<file path="config.mk">
export PLATFORM = sky130hd
export DESIGN_NAME = filtered_velocity_estimator_flat
export DESIGN_NICKNAME = d
export VERILOG_FILES = /design/src/hw/rtl/fve_pkg.sv /design/src/hw/rtl/fve_if.sv /design/src/hw/rtl/fve_serial_unit.sv /design/src/hw/rtl/filtered_velocity_estimator.sv /design/src/flat_wrapper.sv
export VERILOG_INCLUDE_DIRS = /design/src /design/src/hw/rtl
export SDC_FILE = /design/constraint.sdc
export NUM_CORES = 2
export LEC_CHECK = 0
export BUFFER_PORTS_ARGS = -buffer_cell sky130_fd_sc_hd__buf_2
export CAP_MARGIN = 20
export CORE_MARGIN = 10
export CORE_UTILIZATION = 55
export CTS_CLUSTER_DIAMETER = 60
export CTS_CLUSTER_SIZE = 8
export DETAILED_ROUTE_END_ITERATION = 10
export GPL_TIMING_DRIVEN = 1
export PLACE_DENSITY = 0.69
export SLEW_MARGIN = 20
export SYNTH_ARGS = -nofsm -noshare
export SYNTH_HDL_FRONTEND = slang
export SYNTH_HIERARCHICAL = 1
export SYNTH_SLANG_ARGS = --single-unit
</file>
<file path="constraint.sdc">
create_clock -name clk -period 18 [get_ports clk]
set_input_delay 5.4 -clock clk [delete_from_list [all_inputs] [get_ports clk]]
set_output_delay 5.4 -clock clk [all_outputs]
set_load 0.1 [all_outputs]
</file>
<file path="src/hw/rtl/filtered_velocity_estimator_macros.svh">
// assertion macros for the filtered velocity estimator
// included by the top level and the serial arithmetic unit
`ifndef FILTERED_VELOCITY_ESTIMATOR_MACROS_SVH
`define FILTERED_VELOCITY_ESTIMATOR_MACROS_SVH

// condition holds in the same cycle
`define FVE_ASSERT_SAME(lbl, clk, rst, pre, post) \
  lbl: assert property (@(posedge clk) disable iff (rst) (pre) |-> (post)) \
    else $error("fve same-cycle check failed");

// condition holds in the following cycle
`define FVE_ASSERT_NEXT(lbl, clk, rst, pre, post) \
  lbl: assert property (@(posedge clk) disable iff (rst) (pre) |=> (post)) \
    else $error("fve next-cycle check failed");

`endif

</file>
<file path="src/hw/rtl/fve_pkg.sv">
// shared constants, codes and types of the filtered velocity estimator
// no dependencies
`timescale 1ns / 1ps

package fve_pkg;

  localparam int WEIGHT_FRAC_BITS_DEF = 16;

  localparam int POS_W   = 32;
  localparam int VEL_W   = 32;
  localparam int STAMP_W = 48;
  localparam int BW_W    = 17;
  localparam int SL_W    = 31;

  localparam int CFG_IDX_W  = 2;
  localparam int CFG_DATA_W = 32;
  localparam logic [CFG_IDX_W-1:0] CFG_BLEND_WEIGHT = 2'd0;
  localparam logic [CFG_IDX_W-1:0] CFG_SPEED_LIMIT  = 2'd1;

  localparam logic [STAMP_W-1:0] DT_MIN_US = 48'd100;
  localparam logic [19:0]        US_PER_S  = 20'd1000000;

  // serial unit operand and result widths
  localparam int OPA_W = 64;
  localparam int OPB_W = 48;
  localparam int RES_W = 80;
  localparam int CNT_W = 7;
  localparam logic [CNT_W-1:0] MUL_STEPS  = 7'd32;
  localparam logic [CNT_W-1:0] DIV_STEPS  = 7'd64;
  localparam logic [CNT_W-1:0] SQRT_STEPS = 7'd32;

  typedef enum logic [1:0] {
    OP_MUL,
    OP_DIV,
    OP_SQRT
  } unit_op_t;

  typedef struct packed {
    logic             start;
    unit_op_t         op;
    logic [OPA_W-1:0] opa;
    logic [OPB_W-1:0] opb;
  } unit_req_t;

  typedef struct packed {
    logic             busy;
    logic             done;
    logic [RES_W-1:0] res;
  } unit_rsp_t;

endpackage

</file>
<file path="src/hw/rtl/fve_if.sv">
// valid/ready channel interfaces: position samples, velocity results, register writes
// depends on fve_pkg
`timescale 1ns / 1ps

interface fve_sample_if;
  logic                              valid;
  logic                              ready;
  logic signed [fve_pkg::POS_W-1:0]  pos_x;
  logic signed [fve_pkg::POS_W-1:0]  pos_y;
  logic signed [fve_pkg::POS_W-1:0]  pos_z;
  logic        [fve_pkg::STAMP_W-1:0] time_stamp;

  modport source (output valid, pos_x, pos_y, pos_z, time_stamp, input ready);
  modport sink   (input valid, pos_x, pos_y, pos_z, time_stamp, output ready);
endinterface

interface fve_result_if;
  logic                             valid;
  logic                             ready;
  logic signed [fve_pkg::VEL_W-1:0] vel_x;
  logic signed [fve_pkg::VEL_W-1:0] vel_y;
  logic signed [fve_pkg::VEL_W-1:0] vel_z;
  logic                             recomputed;
  logic                             limited;

  modport source (output valid, vel_x, vel_y, vel_z, recomputed, limited, input ready);
  modport sink   (input valid, vel_x, vel_y, vel_z, recomputed, limited, output ready);
endinterface

interface fve_cfg_if;
  logic                              valid;
  logic                              ready;
  logic [fve_pkg::CFG_IDX_W-1:0]     index;
  logic [fve_pkg::CFG_DATA_W-1:0]    data;

  modport source (output valid, index, data, input ready);
  modport sink   (input valid, index, data, output ready);
endinterface

</file>
<file path="src/hw/rtl/fve_serial_unit.sv">
// shared serial arithmetic unit: shift-add multiply, restoring divide, bitwise square root
// depends on fve_pkg and the assertion macro header
`timescale 1ns / 1ps
`include "filtered_velocity_estimator_macros.svh"

module fve_serial_unit (
  input  logic               clk,
  input  logic               rst,
  input  fve_pkg::unit_req_t req,
  output fve_pkg::unit_rsp_t rsp
);

  localparam int OPA_W = fve_pkg::OPA_W;
  localparam int OPB_W = fve_pkg::OPB_W;
  localparam int RES_W = fve_pkg::RES_W;
  localparam int CNT_W = fve_pkg::CNT_W;

  logic              busy;
  logic              done;
  fve_pkg::unit_op_t op_r;
  logic [CNT_W-1:0]  cnt;

  logic [RES_W-1:0]  acc;
  logic [RES_W-1:0]  mcand;
  logic [31:0]       mplier;

  logic [OPB_W:0]    rem;
  logic [OPA_W-1:0]  quo;
  logic [OPB_W-1:0]  dvs;

  logic [OPA_W-1:0]  sx;
  logic [OPA_W-1:0]  sr;
  logic [OPA_W-1:0]  sbit;

  logic [OPB_W:0]    rem_sh;
  logic              div_ge;
  logic [OPA_W-1:0]  trial;
  logic              sq_ge;

  always_comb begin
    rem_sh = {rem[OPB_W-1:0], quo[OPA_W-1]};
    div_ge = rem_sh >= {1'b0, dvs};
    trial  = sr + sbit;
    sq_ge  = sx >= trial;
  end

  always_ff @(posedge clk) begin
    if (rst) begin
      busy <= 1'b0;
      done <= 1'b0;
      op_r <= fve_pkg::OP_MUL;
      cnt  <= '0;
    end else begin
      if (req.start) begin
        busy <= 1'b1;
        done <= 1'b0;
        op_r <= req.op;
        case (req.op)
          fve_pkg::OP_MUL: begin
            cnt    <= fve_pkg::MUL_STEPS;
            acc    <= '0;
            mcand  <= RES_W'(req.opa[OPB_W-1:0]);
            mplier <= req.opb[31:0];
          end
          fve_pkg::OP_DIV: begin
            cnt <= fve_pkg::DIV_STEPS;
            rem <= '0;
            quo <= req.opa;
            dvs <= req.opb;
          end
          fve_pkg::OP_SQRT: begin
            cnt  <= fve_pkg::SQRT_STEPS;
            sx   <= req.opa;
            sr   <= '0;
            sbit <= 64'h4000_0000_0000_0000;
          end
          default: begin
            cnt <= fve_pkg::MUL_STEPS;
          end
        endcase
      end else if (busy) begin
        case (op_r)
          fve_pkg::OP_MUL: begin
            if (mplier[0]) begin
              acc <= acc + mcand;
            end
            mcand  <= {mcand[RES_W-2:0], 1'b0};
            mplier <= {1'b0, mplier[31:1]};
          end
          fve_pkg::OP_DIV: begin
            rem <= div_ge ? rem_sh - {1'b0, dvs} : rem_sh;
            quo <= {quo[OPA_W-2:0], div_ge};
          end
          fve_pkg::OP_SQRT: begin
            if (sq_ge) begin
              sx <= sx - trial;
              sr <= {1'b0, sr[OPA_W-1:1]} + sbit;
            end else begin
              sr <= {1'b0, sr[OPA_W-1:1]};
            end
            sbit <= {2'b00, sbit[OPA_W-1:2]};
          end
          default: begin
            acc <= acc;
          end
        endcase
        cnt  <= cnt - 1'b1;
        done <= (cnt == CNT_W'(1));
        if (cnt == CNT_W'(1)) begin
          busy <= 1'b0;
        end
      end else begin
        done <= 1'b0;
      end
    end
  end

  always_comb begin
    rsp.busy = busy;
    rsp.done = done;
    case (op_r)
      fve_pkg::OP_MUL:  rsp.res = acc;
      fve_pkg::OP_DIV:  rsp.res = RES_W'(quo);
      fve_pkg::OP_SQRT: rsp.res = RES_W'(sr);
      default:          rsp.res = acc;
    endcase
  end

  `FVE_ASSERT_SAME(a_start_idle, clk, rst, req.start, !busy)
  `FVE_ASSERT_NEXT(a_start_busy, clk, rst, req.start, busy && !done)
  `FVE_ASSERT_NEXT(a_done_pulse, clk, rst, done, !done && !busy)

endmodule

</file>
<file path="src/hw/rtl/filtered_velocity_estimator.sv">
// A first sample or an interval of 100 us or less goes from idle straight to the done state;
// other samples are recomputed per axis, then checked against a nonzero speed limit, and
// scaled by the norm clamp (after pre-shifting the magnitudes) when the limit binds.
// Throughput: one sample at a time, ready again right after the result register loads; set by
// the shared serial unit (32-step multiply and 64-step divide per axis, one 32-step square root).
// Reset (rst, synchronous): state, estimate and configuration registers cleared, no result pending.
`timescale 1ns / 1ps
`include "filtered_velocity_estimator_macros.svh"

module filtered_velocity_estimator #(
  parameter int WEIGHT_FRAC_BITS = fve_pkg::WEIGHT_FRAC_BITS_DEF
) (
  input  logic         clk,
  input  logic         rst,
  fve_sample_if.sink   sample,
  fve_result_if.source result,
  fve_cfg_if.sink      cfg
);

  localparam int W      = WEIGHT_FRAC_BITS;
  localparam int AW     = W + 1;
  localparam int BW_W   = fve_pkg::BW_W;
  localparam int CMP_W  = (BW_W > AW) ? BW_W : AW;
  localparam int V_W    = 48;
  localparam int NUM_W  = W + V_W;
  localparam int MAG_W  = V_W;
  localparam int OPA_W  = fve_pkg::OPA_W;
  localparam int OPB_W  = fve_pkg::OPB_W;
  localparam int SL_W   = fve_pkg::SL_W;

  typedef enum logic [3:0] {
    ST_IDLE,
    ST_DIFF,
    ST_MUL_US,
    ST_DIV_DT,
    ST_MUL_OLD,
    ST_MUL_NEW,
    ST_MAG,
    ST_NORM,
    ST_SQ,
    ST_LSQ,
    ST_SQRT,
    ST_MUL_LIM,
    ST_DIV_N,
    ST_DONE
  } state_t;

  state_t state;
  logic [1:0] axis;

  logic                        has_prev;
  logic signed [31:0]          last_pos [3];
  logic        [47:0]          last_stamp;
  logic signed [31:0]          vel [3];
  logic signed [31:0]          pos_l [3];
  logic        [47:0]          stamp_l;
  logic        [47:0]          dt_r;
  logic                        sd;
  logic        [45:0]          q_r;
  logic signed [NUM_W-1:0]     num;
  logic signed [V_W-1:0]       v_new [3];
  logic        [MAG_W-1:0]     mag [3];
  logic                        shifted;
  logic        [63:0]          sq;
  logic        [32:0]          n_r;
  logic                        upd;
  logic                        rec;
  logic                        lim;

  logic [BW_W-1:0] blend_weight;
  logic [SL_W-1:0] speed_limit;

  logic               ov;
  logic signed [31:0] ox, oy, oz;
  logic               orc, olm;

  fve_pkg::unit_req_t req;
  fve_pkg::unit_rsp_t rsp;

  fve_serial_unit u_unit (
    .clk (clk),
    .rst (rst),
    .req (req),
    .rsp (rsp)
  );

  // blend weight clamped to one
  logic [CMP_W-1:0]        bw_ext;
  logic [CMP_W-1:0]        one_ext;
  logic [AW-1:0]           a_eff;
  logic [AW-1:0]           one_minus_a;
  logic signed [32:0]      diff_c;
  logic [32:0]             ad_c;
  logic [31:0]             vel_abs_c;
  logic signed [NUM_W-1:0] p_c;
  logic signed [NUM_W-1:0] num_sum_c;
  logic signed [V_W-1:0]   m_c;
  logic                    any_hi;
  logic [1:0]              axis_nx;
  logic [47:0]             dt_c;
  logic [32:0]             n_c;

  always_comb begin
    bw_ext      = CMP_W'(blend_weight);
    one_ext     = CMP_W'(1) << W;
    a_eff       = (bw_ext > one_ext) ? one_ext[AW-1:0] : bw_ext[AW-1:0];
    one_minus_a = (AW'(1) << W) - a_eff;
    diff_c      = {pos_l[axis][31], pos_l[axis]} - {last_pos[axis][31], last_pos[axis]};
    ad_c        = diff_c[32] ? 33'(-diff_c) : 33'(diff_c);
    vel_abs_c   = vel[axis][31] ? 32'(-vel[axis]) : 32'(vel[axis]);
    p_c         = rsp.res[NUM_W-1:0];
    num_sum_c   = num + (sd ? -p_c : p_c);
    m_c         = V_W'(rsp.res[31:0]);
    any_hi      = (|mag[0][MAG_W-1:31]) | (|mag[1][MAG_W-1:31]) | (|mag[2][MAG_W-1:31]);
    axis_nx     = axis + 2'd1;
    dt_c        = sample.time_stamp - last_stamp;
    n_c         = (rsp.res[32:0] == '0) ? 33'd1 : rsp.res[32:0];
  end

  function automatic logic signed [31:0] sat32(input logic signed [V_W-1:0] v);
    if (!v[V_W-1] && (|v[V_W-2:31])) begin
      return 32'sh7fff_ffff;
    end else if (v[V_W-1] && !(&v[V_W-2:31])) begin
      return 32'sh8000_0000;
    end
    return v[31:0];
  endfunction

  assign sample.ready     = (state == ST_IDLE);
  assign cfg.ready        = 1'b1;
  assign result.valid     = ov;
  assign result.vel_x     = ox;
  assign result.vel_y     = oy;
  assign result.vel_z     = oz;
  assign result.recomputed = orc;
  assign result.limited   = olm;

  always_ff @(posedge clk) begin
    if (rst) begin
      state        <= ST_IDLE;
      axis         <= '0;
      has_prev     <= 1'b0;
      last_stamp   <= '0;
      blend_weight <= '0;
      speed_limit  <= '0;
      ov           <= 1'b0;
      req          <= '0;
      for (int i = 0; i < 3; i++) begin
        last_pos[i] <= '0;
        vel[i]      <= '0;
      end
    end else begin
      if (cfg.valid) begin
        case (cfg.index)
          fve_pkg::CFG_BLEND_WEIGHT: blend_weight <= cfg.data[BW_W-1:0];
          fve_pkg::CFG_SPEED_LIMIT:  speed_limit  <= cfg.data[SL_W-1:0];
          default: ;
        endcase
      end

      // the done state reloads the result register itself
      if (ov && result.ready && (state != ST_DONE)) begin
        ov <= 1'b0;
      end

      case (state)
        ST_IDLE: begin
          req.start <= 1'b0;
          if (sample.valid) begin
            pos_l[0] <= sample.pos_x;
            pos_l[1] <= sample.pos_y;
            pos_l[2] <= sample.pos_z;
            stamp_l  <= sample.time_stamp;
            dt_r     <= dt_c;
            rec      <= 1'b0;
            lim      <= 1'b0;
            axis     <= '0;
            if (!has_prev) begin
              upd      <= 1'b1;
              has_prev <= 1'b1;
              for (int i = 0; i < 3; i++) begin
                v_new[i] <= '0;
              end
              state <= ST_DONE;
            end else if (dt_c <= fve_pkg::DT_MIN_US) begin
              upd   <= 1'b0;
              state <= ST_DONE;
            end else begin
              upd   <= 1'b1;
              rec   <= 1'b1;
              state <= ST_DIFF;
            end
          end
        end

        ST_DIFF: begin
          sd        <= diff_c[32];
          req.start <= 1'b1;
          req.op    <= fve_pkg::OP_MUL;
          req.opa   <= OPA_W'(ad_c);
          req.opb   <= OPB_W'(fve_pkg::US_PER_S);
          state     <= ST_MUL_US;
        end

        ST_MUL_US: begin
          if (rsp.done) begin
            req.start <= 1'b1;
            req.op    <= fve_pkg::OP_DIV;
            req.opa   <= rsp.res[OPA_W-1:0];
            req.opb   <= dt_r;
            state     <= ST_DIV_DT;
          end else begin
            req.start <= 1'b0;
          end
        end

        ST_DIV_DT: begin
          if (rsp.done) begin
            q_r       <= rsp.res[45:0];
            req.start <= 1'b1;
            req.op    <= fve_pkg::OP_MUL;
            req.opa   <= OPA_W'(vel_abs_c);
            req.opb   <= OPB_W'(a_eff);
            state     <= ST_MUL_OLD;
          end else begin
            req.start <= 1'b0;
          end
        end

        ST_MUL_OLD: begin
          if (rsp.done) begin
            num       <= vel[axis][31] ? -p_c : p_c;
            req.start <= 1'b1;
            req.op    <= fve_pkg::OP_MUL;
            req.opa   <= OPA_W'(q_r);
            req.opb   <= OPB_W'(one_minus_a);
            state     <= ST_MUL_NEW;
          end else begin
            req.start <= 1'b0;
          end
        end

        ST_MUL_NEW: begin
          req.start <= 1'b0;
          if (rsp.done) begin
            // floor division by one is the arithmetic upper part
            v_new[axis] <= num_sum_c[NUM_W-1:W];
            if (axis == 2'd2) begin
              state <= (speed_limit == '0) ? ST_DONE : ST_MAG;
            end else begin
              axis  <= axis_nx;
              state <= ST_DIFF;
            end
          end
        end

        ST_MAG: begin
          req.start <= 1'b0;
          for (int i = 0; i < 3; i++) begin
            mag[i] <= v_new[i][V_W-1] ? MAG_W'(-v_new[i]) : MAG_W'(v_new[i]);
          end
          shifted <= 1'b0;
          state   <= ST_NORM;
        end

        ST_NORM: begin
          if (any_hi) begin
            req.start <= 1'b0;
            for (int i = 0; i < 3; i++) begin
              mag[i] <= {1'b0, mag[i][MAG_W-1:1]};
            end
            shifted <= 1'b1;
          end else begin
            axis      <= '0;
            sq        <= '0;
            req.start <= 1'b1;
            req.op    <= fve_pkg::OP_MUL;
            req.opa   <= OPA_W'(mag[0]);
            req.opb   <= OPB_W'(mag[0]);
            state     <= ST_SQ;
          end
        end

        ST_SQ: begin
          if (rsp.done) begin
            sq        <= sq + rsp.res[63:0];
            req.start <= 1'b1;
            req.op    <= fve_pkg::OP_MUL;
            if (axis == 2'd2) begin
              req.opa <= OPA_W'(speed_limit);
              req.opb <= OPB_W'(speed_limit);
              state   <= ST_LSQ;
            end else begin
              axis    <= axis_nx;
              req.opa <= OPA_W'(mag[axis_nx]);
              req.opb <= OPB_W'(mag[axis_nx]);
            end
          end else begin
            req.start <= 1'b0;
          end
        end

        ST_LSQ: begin
          if (rsp.done) begin
            if (shifted || (sq > rsp.res[63:0])) begin
              lim       <= 1'b1;
              req.start <= 1'b1;
              req.op    <= fve_pkg::OP_SQRT;
              req.opa   <= sq;
              req.opb   <= '0;
              state     <= ST_SQRT;
            end else begin
              req.start <= 1'b0;
              state     <= ST_DONE;
            end
          end else begin
            req.start <= 1'b0;
          end
        end

        ST_SQRT: begin
          if (rsp.done) begin
            n_r       <= n_c;
            axis      <= '0;
            req.start <= 1'b1;
            req.op    <= fve_pkg::OP_MUL;
            req.opa   <= OPA_W'(mag[0]);
            req.opb   <= OPB_W'(speed_limit);
            state     <= ST_MUL_LIM;
          end else begin
            req.start <= 1'b0;
          end
        end

        ST_MUL_LIM: begin
          if (rsp.done) begin
            req.start <= 1'b1;
            req.op    <= fve_pkg::OP_DIV;
            req.opa   <= rsp.res[OPA_W-1:0];
            req.opb   <= OPB_W'(n_r);
            state     <= ST_DIV_N;
          end else begin
            req.start <= 1'b0;
          end
        end

        ST_DIV_N: begin
          if (rsp.done) begin
            // sign of the unclamped axis carries over
            v_new[axis] <= v_new[axis][V_W-1] ? -m_c : m_c;
            if (axis == 2'd2) begin
              req.start <= 1'b0;
              state     <= ST_DONE;
            end else begin
              axis      <= axis_nx;
              req.start <= 1'b1;
              req.op    <= fve_pkg::OP_MUL;
              req.opa   <= OPA_W'(mag[axis_nx]);
              req.opb   <= OPB_W'(speed_limit);
              state     <= ST_MUL_LIM;
            end
          end else begin
            req.start <= 1'b0;
          end
        end

        ST_DONE: begin
          req.start <= 1'b0;
          if (!ov || result.ready) begin
            for (int i = 0; i < 3; i++) begin
              last_pos[i] <= pos_l[i];
            end
            last_stamp <= stamp_l;
            if (upd) begin
              for (int i = 0; i < 3; i++) begin
                vel[i] <= sat32(v_new[i]);
              end
              ox <= sat32(v_new[0]);
              oy <= sat32(v_new[1]);
              oz <= sat32(v_new[2]);
            end else begin
              ox <= vel[0];
              oy <= vel[1];
              oz <= vel[2];
            end
            orc   <= rec;
            olm   <= lim;
            ov    <= 1'b1;
            state <= ST_IDLE;
          end
        end

        default: begin
          req.start <= 1'b0;
          state     <= ST_IDLE;
        end
      endcase
    end
  end

  logic [31:0] out_abs_x;
  assign out_abs_x = result.vel_x[31] ? 32'(-result.vel_x) : 32'(result.vel_x);

  `FVE_ASSERT_SAME(a_limited_recomputed, clk, rst, result.valid && result.limited, result.recomputed)
  `FVE_ASSERT_SAME(a_limited_bound, clk, rst, result.valid && result.limited, out_abs_x <= 32'(speed_limit))
  `FVE_ASSERT_NEXT(a_busy_after_accept, clk, rst, sample.valid && sample.ready, !sample.ready)

endmodule
</file>
<file path="src/flat_wrapper.sv">
// flat-port wrapper written by rule: the top's interface ports become plain ports
module filtered_velocity_estimator_flat 
#(
  parameter int WEIGHT_FRAC_BITS = fve_pkg::WEIGHT_FRAC_BITS_DEF
)
  (clk, rst, sample_valid, sample_pos_x, sample_pos_y, sample_pos_z, sample_time_stamp, sample_ready, result_valid, result_vel_x, result_vel_y, result_vel_z, result_recomputed, result_limited, result_ready, cfg_valid, cfg_index, cfg_data, cfg_ready);
  fve_sample_if sample_i ();
  fve_result_if result_i ();
  fve_cfg_if cfg_i ();
  input  logic clk;
  input  logic rst;
  input wire logic [$bits(sample_i.valid)-1:0] sample_valid;
  input wire logic [$bits(sample_i.pos_x)-1:0] sample_pos_x;
  input wire logic [$bits(sample_i.pos_y)-1:0] sample_pos_y;
  input wire logic [$bits(sample_i.pos_z)-1:0] sample_pos_z;
  input wire logic [$bits(sample_i.time_stamp)-1:0] sample_time_stamp;
  output wire logic [$bits(sample_i.ready)-1:0] sample_ready;
  output wire logic [$bits(result_i.valid)-1:0] result_valid;
  output wire logic [$bits(result_i.vel_x)-1:0] result_vel_x;
  output wire logic [$bits(result_i.vel_y)-1:0] result_vel_y;
  output wire logic [$bits(result_i.vel_z)-1:0] result_vel_z;
  output wire logic [$bits(result_i.recomputed)-1:0] result_recomputed;
  output wire logic [$bits(result_i.limited)-1:0] result_limited;
  input wire logic [$bits(result_i.ready)-1:0] result_ready;
  input wire logic [$bits(cfg_i.valid)-1:0] cfg_valid;
  input wire logic [$bits(cfg_i.index)-1:0] cfg_index;
  input wire logic [$bits(cfg_i.data)-1:0] cfg_data;
  output wire logic [$bits(cfg_i.ready)-1:0] cfg_ready;
  assign sample_i.valid = sample_valid;
  assign sample_i.pos_x = sample_pos_x;
  assign sample_i.pos_y = sample_pos_y;
  assign sample_i.pos_z = sample_pos_z;
  assign sample_i.time_stamp = sample_time_stamp;
  assign sample_ready = sample_i.ready;
  assign result_valid = result_i.valid;
  assign result_vel_x = result_i.vel_x;
  assign result_vel_y = result_i.vel_y;
  assign result_vel_z = result_i.vel_z;
  assign result_recomputed = result_i.recomputed;
  assign result_limited = result_i.limited;
  assign result_i.ready = result_ready;
  assign cfg_i.valid = cfg_valid;
  assign cfg_i.index = cfg_index;
  assign cfg_i.data = cfg_data;
  assign cfg_ready = cfg_i.ready;
  filtered_velocity_estimator #(.WEIGHT_FRAC_BITS(WEIGHT_FRAC_BITS)) u_core (.clk(clk), .rst(rst), .sample(sample_i), .result(result_i), .cfg(cfg_i));
endmodule
</file>
Word-level counts from Yosys, hierarchy flattened
Memories as Yosys holds them, arrays and structs flattened. A register that Yosys moved wholly into a read port is not among the register bits.
Index checks and enable logic that the tools add are counted.
Widths: inputs -> output; s select.

word-level totals
  input bits = 183
  memory bits (writable) = 576
  output and inout port bits = 101
  logic and storage cells = 395
  bits in registers = 1,084
  memories kept = 5

operators by class
  add/sub/neg operators = 19
  mux-type cells = 204
  bitwise logic cells = 14
  reduce and logical (&&, ||, !) cells = 69
  magnitude comparators = 5
  equality and inequality tests = 42

memories
  name             depth  width  read ports  clocked after memory_dff  wr ports  line                               text
  u_core.mag       3      48     4           0                         3         filtered_velocity_estimator.sv:62  logic [MAG_W-1:0] mag [3];
  u_core.v_new     3      48     4           1                         3         filtered_velocity_estimator.sv:61  logic signed [V_W-1:0] v_new [3];
  u_core.last_pos  3      32     1           1                         3         filtered_velocity_estimator.sv:52  logic signed [31:0] last_pos [3];
  u_core.pos_l     3      32     4           1                         3         filtered_velocity_estimator.sv:55  logic signed [31:0] pos_l [3];
  u_core.vel       3      32     4           4                         3         filtered_velocity_estimator.sv:54  logic signed [31:0] vel [3];

operator list
  operator             number
  $mux 64              22
  $mux 114             11
  $pmux 114 s10        1
  $mux 32              32
  $mux 80              9
  $mux 48              14
  $pmux 64 s2          2
  $add 64x64->64       3
  $neg 48->48          3
  $mux 96              1
  $sub 48x48->48       2
  $add 80x80->80       1
  $mux 1               69
  $mux 4               17
  $add 63x64->64       1
  $ge 64x64->1         1
  $gt 64x64->1         1
  $neg 64->64          1
  $sub 64x64->64       1
  $pmux 4 s14          1
  $reduce_or 17->1     3
  $ge 49x48->1         1
  $le 48x7->1 const B  1
  $neg 32->48          1
  49 further kinds     154

Depth between registers and ports, before layout
An unclocked memory read counts as a cell.

  depth after elaboration = 16
  mapped depth = 31
  gate-level depth less buffers = 28

By module
The synthesis kept the hierarchy.

by module, submodules not included
  module                       times used  area each (µm²)  seq. area each (µm²)  cells an instance
  filtered_velocity_estimator  1           69,738.1         33,942.6              7,235
  fve_serial_unit              1           37,325.8         15,595.0              4,012

Worst setup path before layout
Ideal clock, no wire load.

  path kind = input to register
  start = input rst
  end = register u_core.u_unit.acc[0], enable pin
  data arrival time = 12.464 ns
  data required time = 17.556 ns
  path buffers = 1
  setup time = 0.444 ns
  cell stages on the path = 3
  slack = 5.092 ns
  path through = clkbuf_1 -> nor2_1 -> o21a_1

between the ends
  word-level cells in the longest chain between the ends = 2

ends and longest elaborated chain
  item                        line                   text
  start, declared             flat_wrapper.sv:11     input logic rst;
  $not 1->1 (no line)         n/a
  $reduce_and 5->1 (no line)  n/a
  end signal, assigned        fve_serial_unit.sv:85  acc <= acc + mcand;
  end, declared               fve_serial_unit.sv:23  logic [RES_W-1:0] acc;

No other way between the ends.
A chain may end at the register's enable or synchronous reset.

Final worst setup path
  start = input sample_time_stamp[0]
  end = register u_core.state[3]

between the ends
  word-level cells in the longest chain between the ends = 6

ends and longest elaborated chain
  item                  line                                text
  start, declared       flat_wrapper.sv:16                  input wire logic [$bits(sample_i.time_stamp)-1:0] sample_time_stamp;
  $sub 48x48->48        filtered_velocity_estimator.sv:116  dt_c = sample.time_stamp - last_stamp;
  net u_core.dt_c[36]   filtered_velocity_estimator.sv:100  logic [47:0] dt_c;
  $le 48x7->1           filtered_velocity_estimator.sv:185  end else if (dt_c <= fve_pkg::DT_MIN_US) begin
  $mux 4                filtered_velocity_estimator.sv:185
  $mux 4                filtered_velocity_estimator.sv:178  if (!has_prev) begin
  $mux 4                filtered_velocity_estimator.sv:169  if (sample.valid) begin
  $pmux 4 s14           filtered_velocity_estimator.sv:166  case (state)
  end signal, assigned  filtered_velocity_estimator.sv:249  state <= (speed_limit == '0) ? ST_DONE : ST_MAG;
  end, declared         filtered_velocity_estimator.sv:48   state_t state;

The timed path passes the listed nets, and every way through them passes these cells. The select of a mux whose other input is x is not followed.

==> impl_metrics.tcl <==
set metrics [dict create \
    cts_htree_levels 4 \
    syn-instance-count 11000 \
    routed-via-count 88200 \
    flow.area_growth_from_synthesis_pct 10.4 \
    drt_first_pass_iters 11 \
    worst_path_max_delay_cell "sky130_fd_sc_hd__a211oi_1" \
    grt_start_max_net_pins 267 \
    grt_first_pass_wirelength_um 533000 \
    gp_routability_congestion 1.00 \
    report.final.slew_viol_count 0 \
    timing.critical_path.to_type "flip-flop" \
    type_of_the_worst_setup_path "in2reg" \
    reg2reg_setup_slack_ns 8.57 \
    die_y_um 456 \
    worst_ep_arrival_time_ns 10.26 \
    slew_headroom 0.153 \
    nNetsFinal 11800 \
    chipWidth_um 456 \
    antenna_found_initial 17 \
    tightestPinTransition_ns 1.26 \
    post_cts_resized 0 \
    drt-wirelength-per-cell_um 26.2 \
    drtIter0Drc 11400 \
    crit_path_max_fanout 5 \
    drcViolationCount 15 \
    route.detailed.vias_per_inst 6.43 \
    io-pin-count 284 \
    final.setup.tns_ns 0 \
    clock_sinks 1695 \
    synth_area_um2 105000 \
    timing.max_cap.violations 0 \
    core.rowCount 160 \
    worst_setup_path_start_kind "input pin" \
    floorplan.core_area_um2 190000 \
    cts.reportedPaths.clkPinSlew_ns 0.05 \
    tritoncts "done" \
    cellPowerDensity_nw_per_um2 126 \
    clockBufferDepth 3 \
    grt_pass1_vias 84000 \
    finalClockSkew_ns 0.0588 \
    groute.usage.overall 0.332 \
    series_of_cell_instances_along_the_critical_path "buf_2 -> inv_1 -> ha_1 -> fa_1 -> nor2b_1 -> o311ai_0 -> a21oi_1 -> a211oi_1 -> o21ai_0 -> and2_1 -> xor2_1 -> or3_1 -> or3_1 -> nor4_1 -> o21ai_0 -> o21ai_0" \
    starting_density 0.552 \
    finalHoldViolations 0 \
    timing.final.crit_share 0.526 \
    timing.hold.worst.class "reg2reg" \
    power_leakage_uw 0.0432 \
    maximum_clock_rate_mhz 106 \
    synth_area_per_cell_um2 9.52 \
    hpwlAfterDp_um 272000 \
    synth_nets 11700 \
    die_area_um2 208000 \
    delay_contributed_by_the_slowest_stage_of_the_critical_path_ns 0.80 \
    ant_nets 0 \
    post_cts.repair.setup_buffers 0 \
    post_layout_nonfiller_instances 13700 \
    final_layout_size_suffix_gt1_frac 0.0835 \
    setup_viol 0 \
    wl_um 360000 \
    layout_min_cycle_time_ns 9.47 \
    placed_cells_incl_taps 13300 \
    fillerInstances 16100 \
    crit_path_frequent_cell "sky130_fd_sc_hd__o21ai_0" \
    tritoncts.num_buffers 241 \
    port_buffers 281 \
    cts_root_buf "sky130_fd_sc_hd__clkbuf_16" \
    clock_latency_on_the_worst_skew_pair_ns 0.89 \
    grt_overflow_total 0 \
    violated_checks "DRC" \
    cts.hold.buffers_added 0 \
    grt_setup_unrepaired "false" \
    worst_ir_drop_vdd_mv 0.144 \
    synth_warnings 6 \
    run_status "complete, but fails checks" \
    worst-endpoint-required_ns 18.79 \
]
[state kept, by name, indices dropped and copies added (netlist names), 64 cells and up, named ones only]
signal and count:
u_core/u_unit/acc 64, u_core/u_unit/quo 64, u_core/pos_l 96, u_core/sq 64, u_core/v_new 145, u_core/vel 96, u_core/u_unit/mcand 64, u_core/num 64
u_core/req 115, u_core/u_unit/sx 64, u_core/u_unit/sr 64, u_core/mag 144, u_core/last_pos 96
[cell type report]
class | count | area [µm²] | area share
Timing Repair Buffer | 443 | 2670 | 0.0231
Tap cell | 2511 | 3140 | 0.0272
Clock buffer | 358 | 6560 | 0.0568
Sequential cell | 1695 | 48600 | 0.420
Antenna cell | 4 | 10.0 | 0.0000866
Clock inverter | 35 | 548 | 0.00474
Inverter | 469 | 1770 | 0.0153
Multi-Input combinational cell | 8201 | 52300 | 0.453
[where the power goes]
group	internal, µW	switching (µW)	total (µW)
registers	4800	304	5110
clock network	2560	1760	4320
logic	1590	3530	5120
[path summary, 6_finish.rpt]
kind / to / from / cells past startpoint
worst max register to register: u_core/v_new[1][46] / u_core/u_unit/op_r[0] / 26
worst min-delay path: u_core/u_unit/dvs[34] / u_core/req[34] / 0
worst min register to register: u_core/u_unit/dvs[34] / u_core/req[34] / 0
worst max-delay path: u_core/state[3] / sample_time_stamp[0] / 16
[placed cells by master (no fill, tap or decap), types with 32 or more instances in the layout]
cell type,count
sky130_fd_sc_hd__nand3_1,107
sky130_fd_sc_hd__mux2i_1,186
sky130_fd_sc_hd__buf_2,280
sky130_fd_sc_hd__o21a_1,84
sky130_fd_sc_hd__ha_1,521
sky130_fd_sc_hd__dfxtp_1,228
sky130_fd_sc_hd__a211oi_1,116
sky130_fd_sc_hd__a31oi_1,115
sky130_fd_sc_hd__o21bai_1,95
sky130_fd_sc_hd__clkbuf_16,242
sky130_fd_sc_hd__and2_1,143
sky130_fd_sc_hd__a22oi_1,163
sky130_fd_sc_hd__o31ai_1,91
sky130_fd_sc_hd__nor3_1,161
sky130_fd_sc_hd__a222oi_1,74
sky130_fd_sc_hd__nor2b_1,123
sky130_fd_sc_hd__o41ai_1,34
sky130_fd_sc_hd__and3_1,64
sky130_fd_sc_hd__nand4_1,157
sky130_fd_sc_hd__clkbuf_1,109
sky130_fd_sc_hd__or3_1,79
sky130_fd_sc_hd__xor2_1,343
sky130_fd_sc_hd__or2_2,43
sky130_fd_sc_hd__o211ai_1,37
sky130_fd_sc_hd__a21o_1,327
sky130_fd_sc_hd__xnor2_1,432
sky130_fd_sc_hd__o21ai_0,866
sky130_fd_sc_hd__nor4_1,70
sky130_fd_sc_hd__nand2b_1,54
sky130_fd_sc_hd__a221oi_1,61
sky130_fd_sc_hd__edfxtp_1,1463
sky130_fd_sc_hd__nor2_1,1181
sky130_fd_sc_hd__or4_1,32
sky130_fd_sc_hd__mux2_2,48
sky130_fd_sc_hd__nand2_1,1102
sky130_fd_sc_hd__inv_1,464
sky130_fd_sc_hd__buf_4,158
sky130_fd_sc_hd__a21oi_1,857
[layer usage]
layer | part of all wire | track usage | vias up
met5 | 0.00026 | 0 | -
met4 | 0.061 | 0.173 | 14
met3 | 0.092 | 0.0621 | 852
met2 | 0.44 | 0.510 | 4422
met1 | 0.41 | 0.446 | 42600
li1 | - | - | 40300
[worst max-delay path: cells and delay by family]
| kind | cells | cell delay [ns] |
|---|---|---|
| and+or+nand+nor | 5 | 1.62 |
| buffers and inverters | 2 | 0.20 |
| adders and majority gates | 2 | 0.41 |
| AOI/OAI and AO/OA | 6 | 2.45 |
| xor gates and xnor gates | 1 | 0.17 |
[metrics by stage]
step	util	cell area (µm²)	hold WS, ns	setup WS, ns	total power [µW]
2_1_floorplan	-	105000	0.400	5.36	8300
3_3_place_gp	0.571	108000	0.416	7.72	10100
3_5_place_dp	0.571	108000	0.413	7.64	10100
4_1_cts	0.609	116000	0.431	8.56	14500
5_1_grt	0.609	116000	0.447	8.24	15100
6_report	0.609	116000	0.437	8.53	14500
Note: power is estimated with default switching activity, not from simulation.
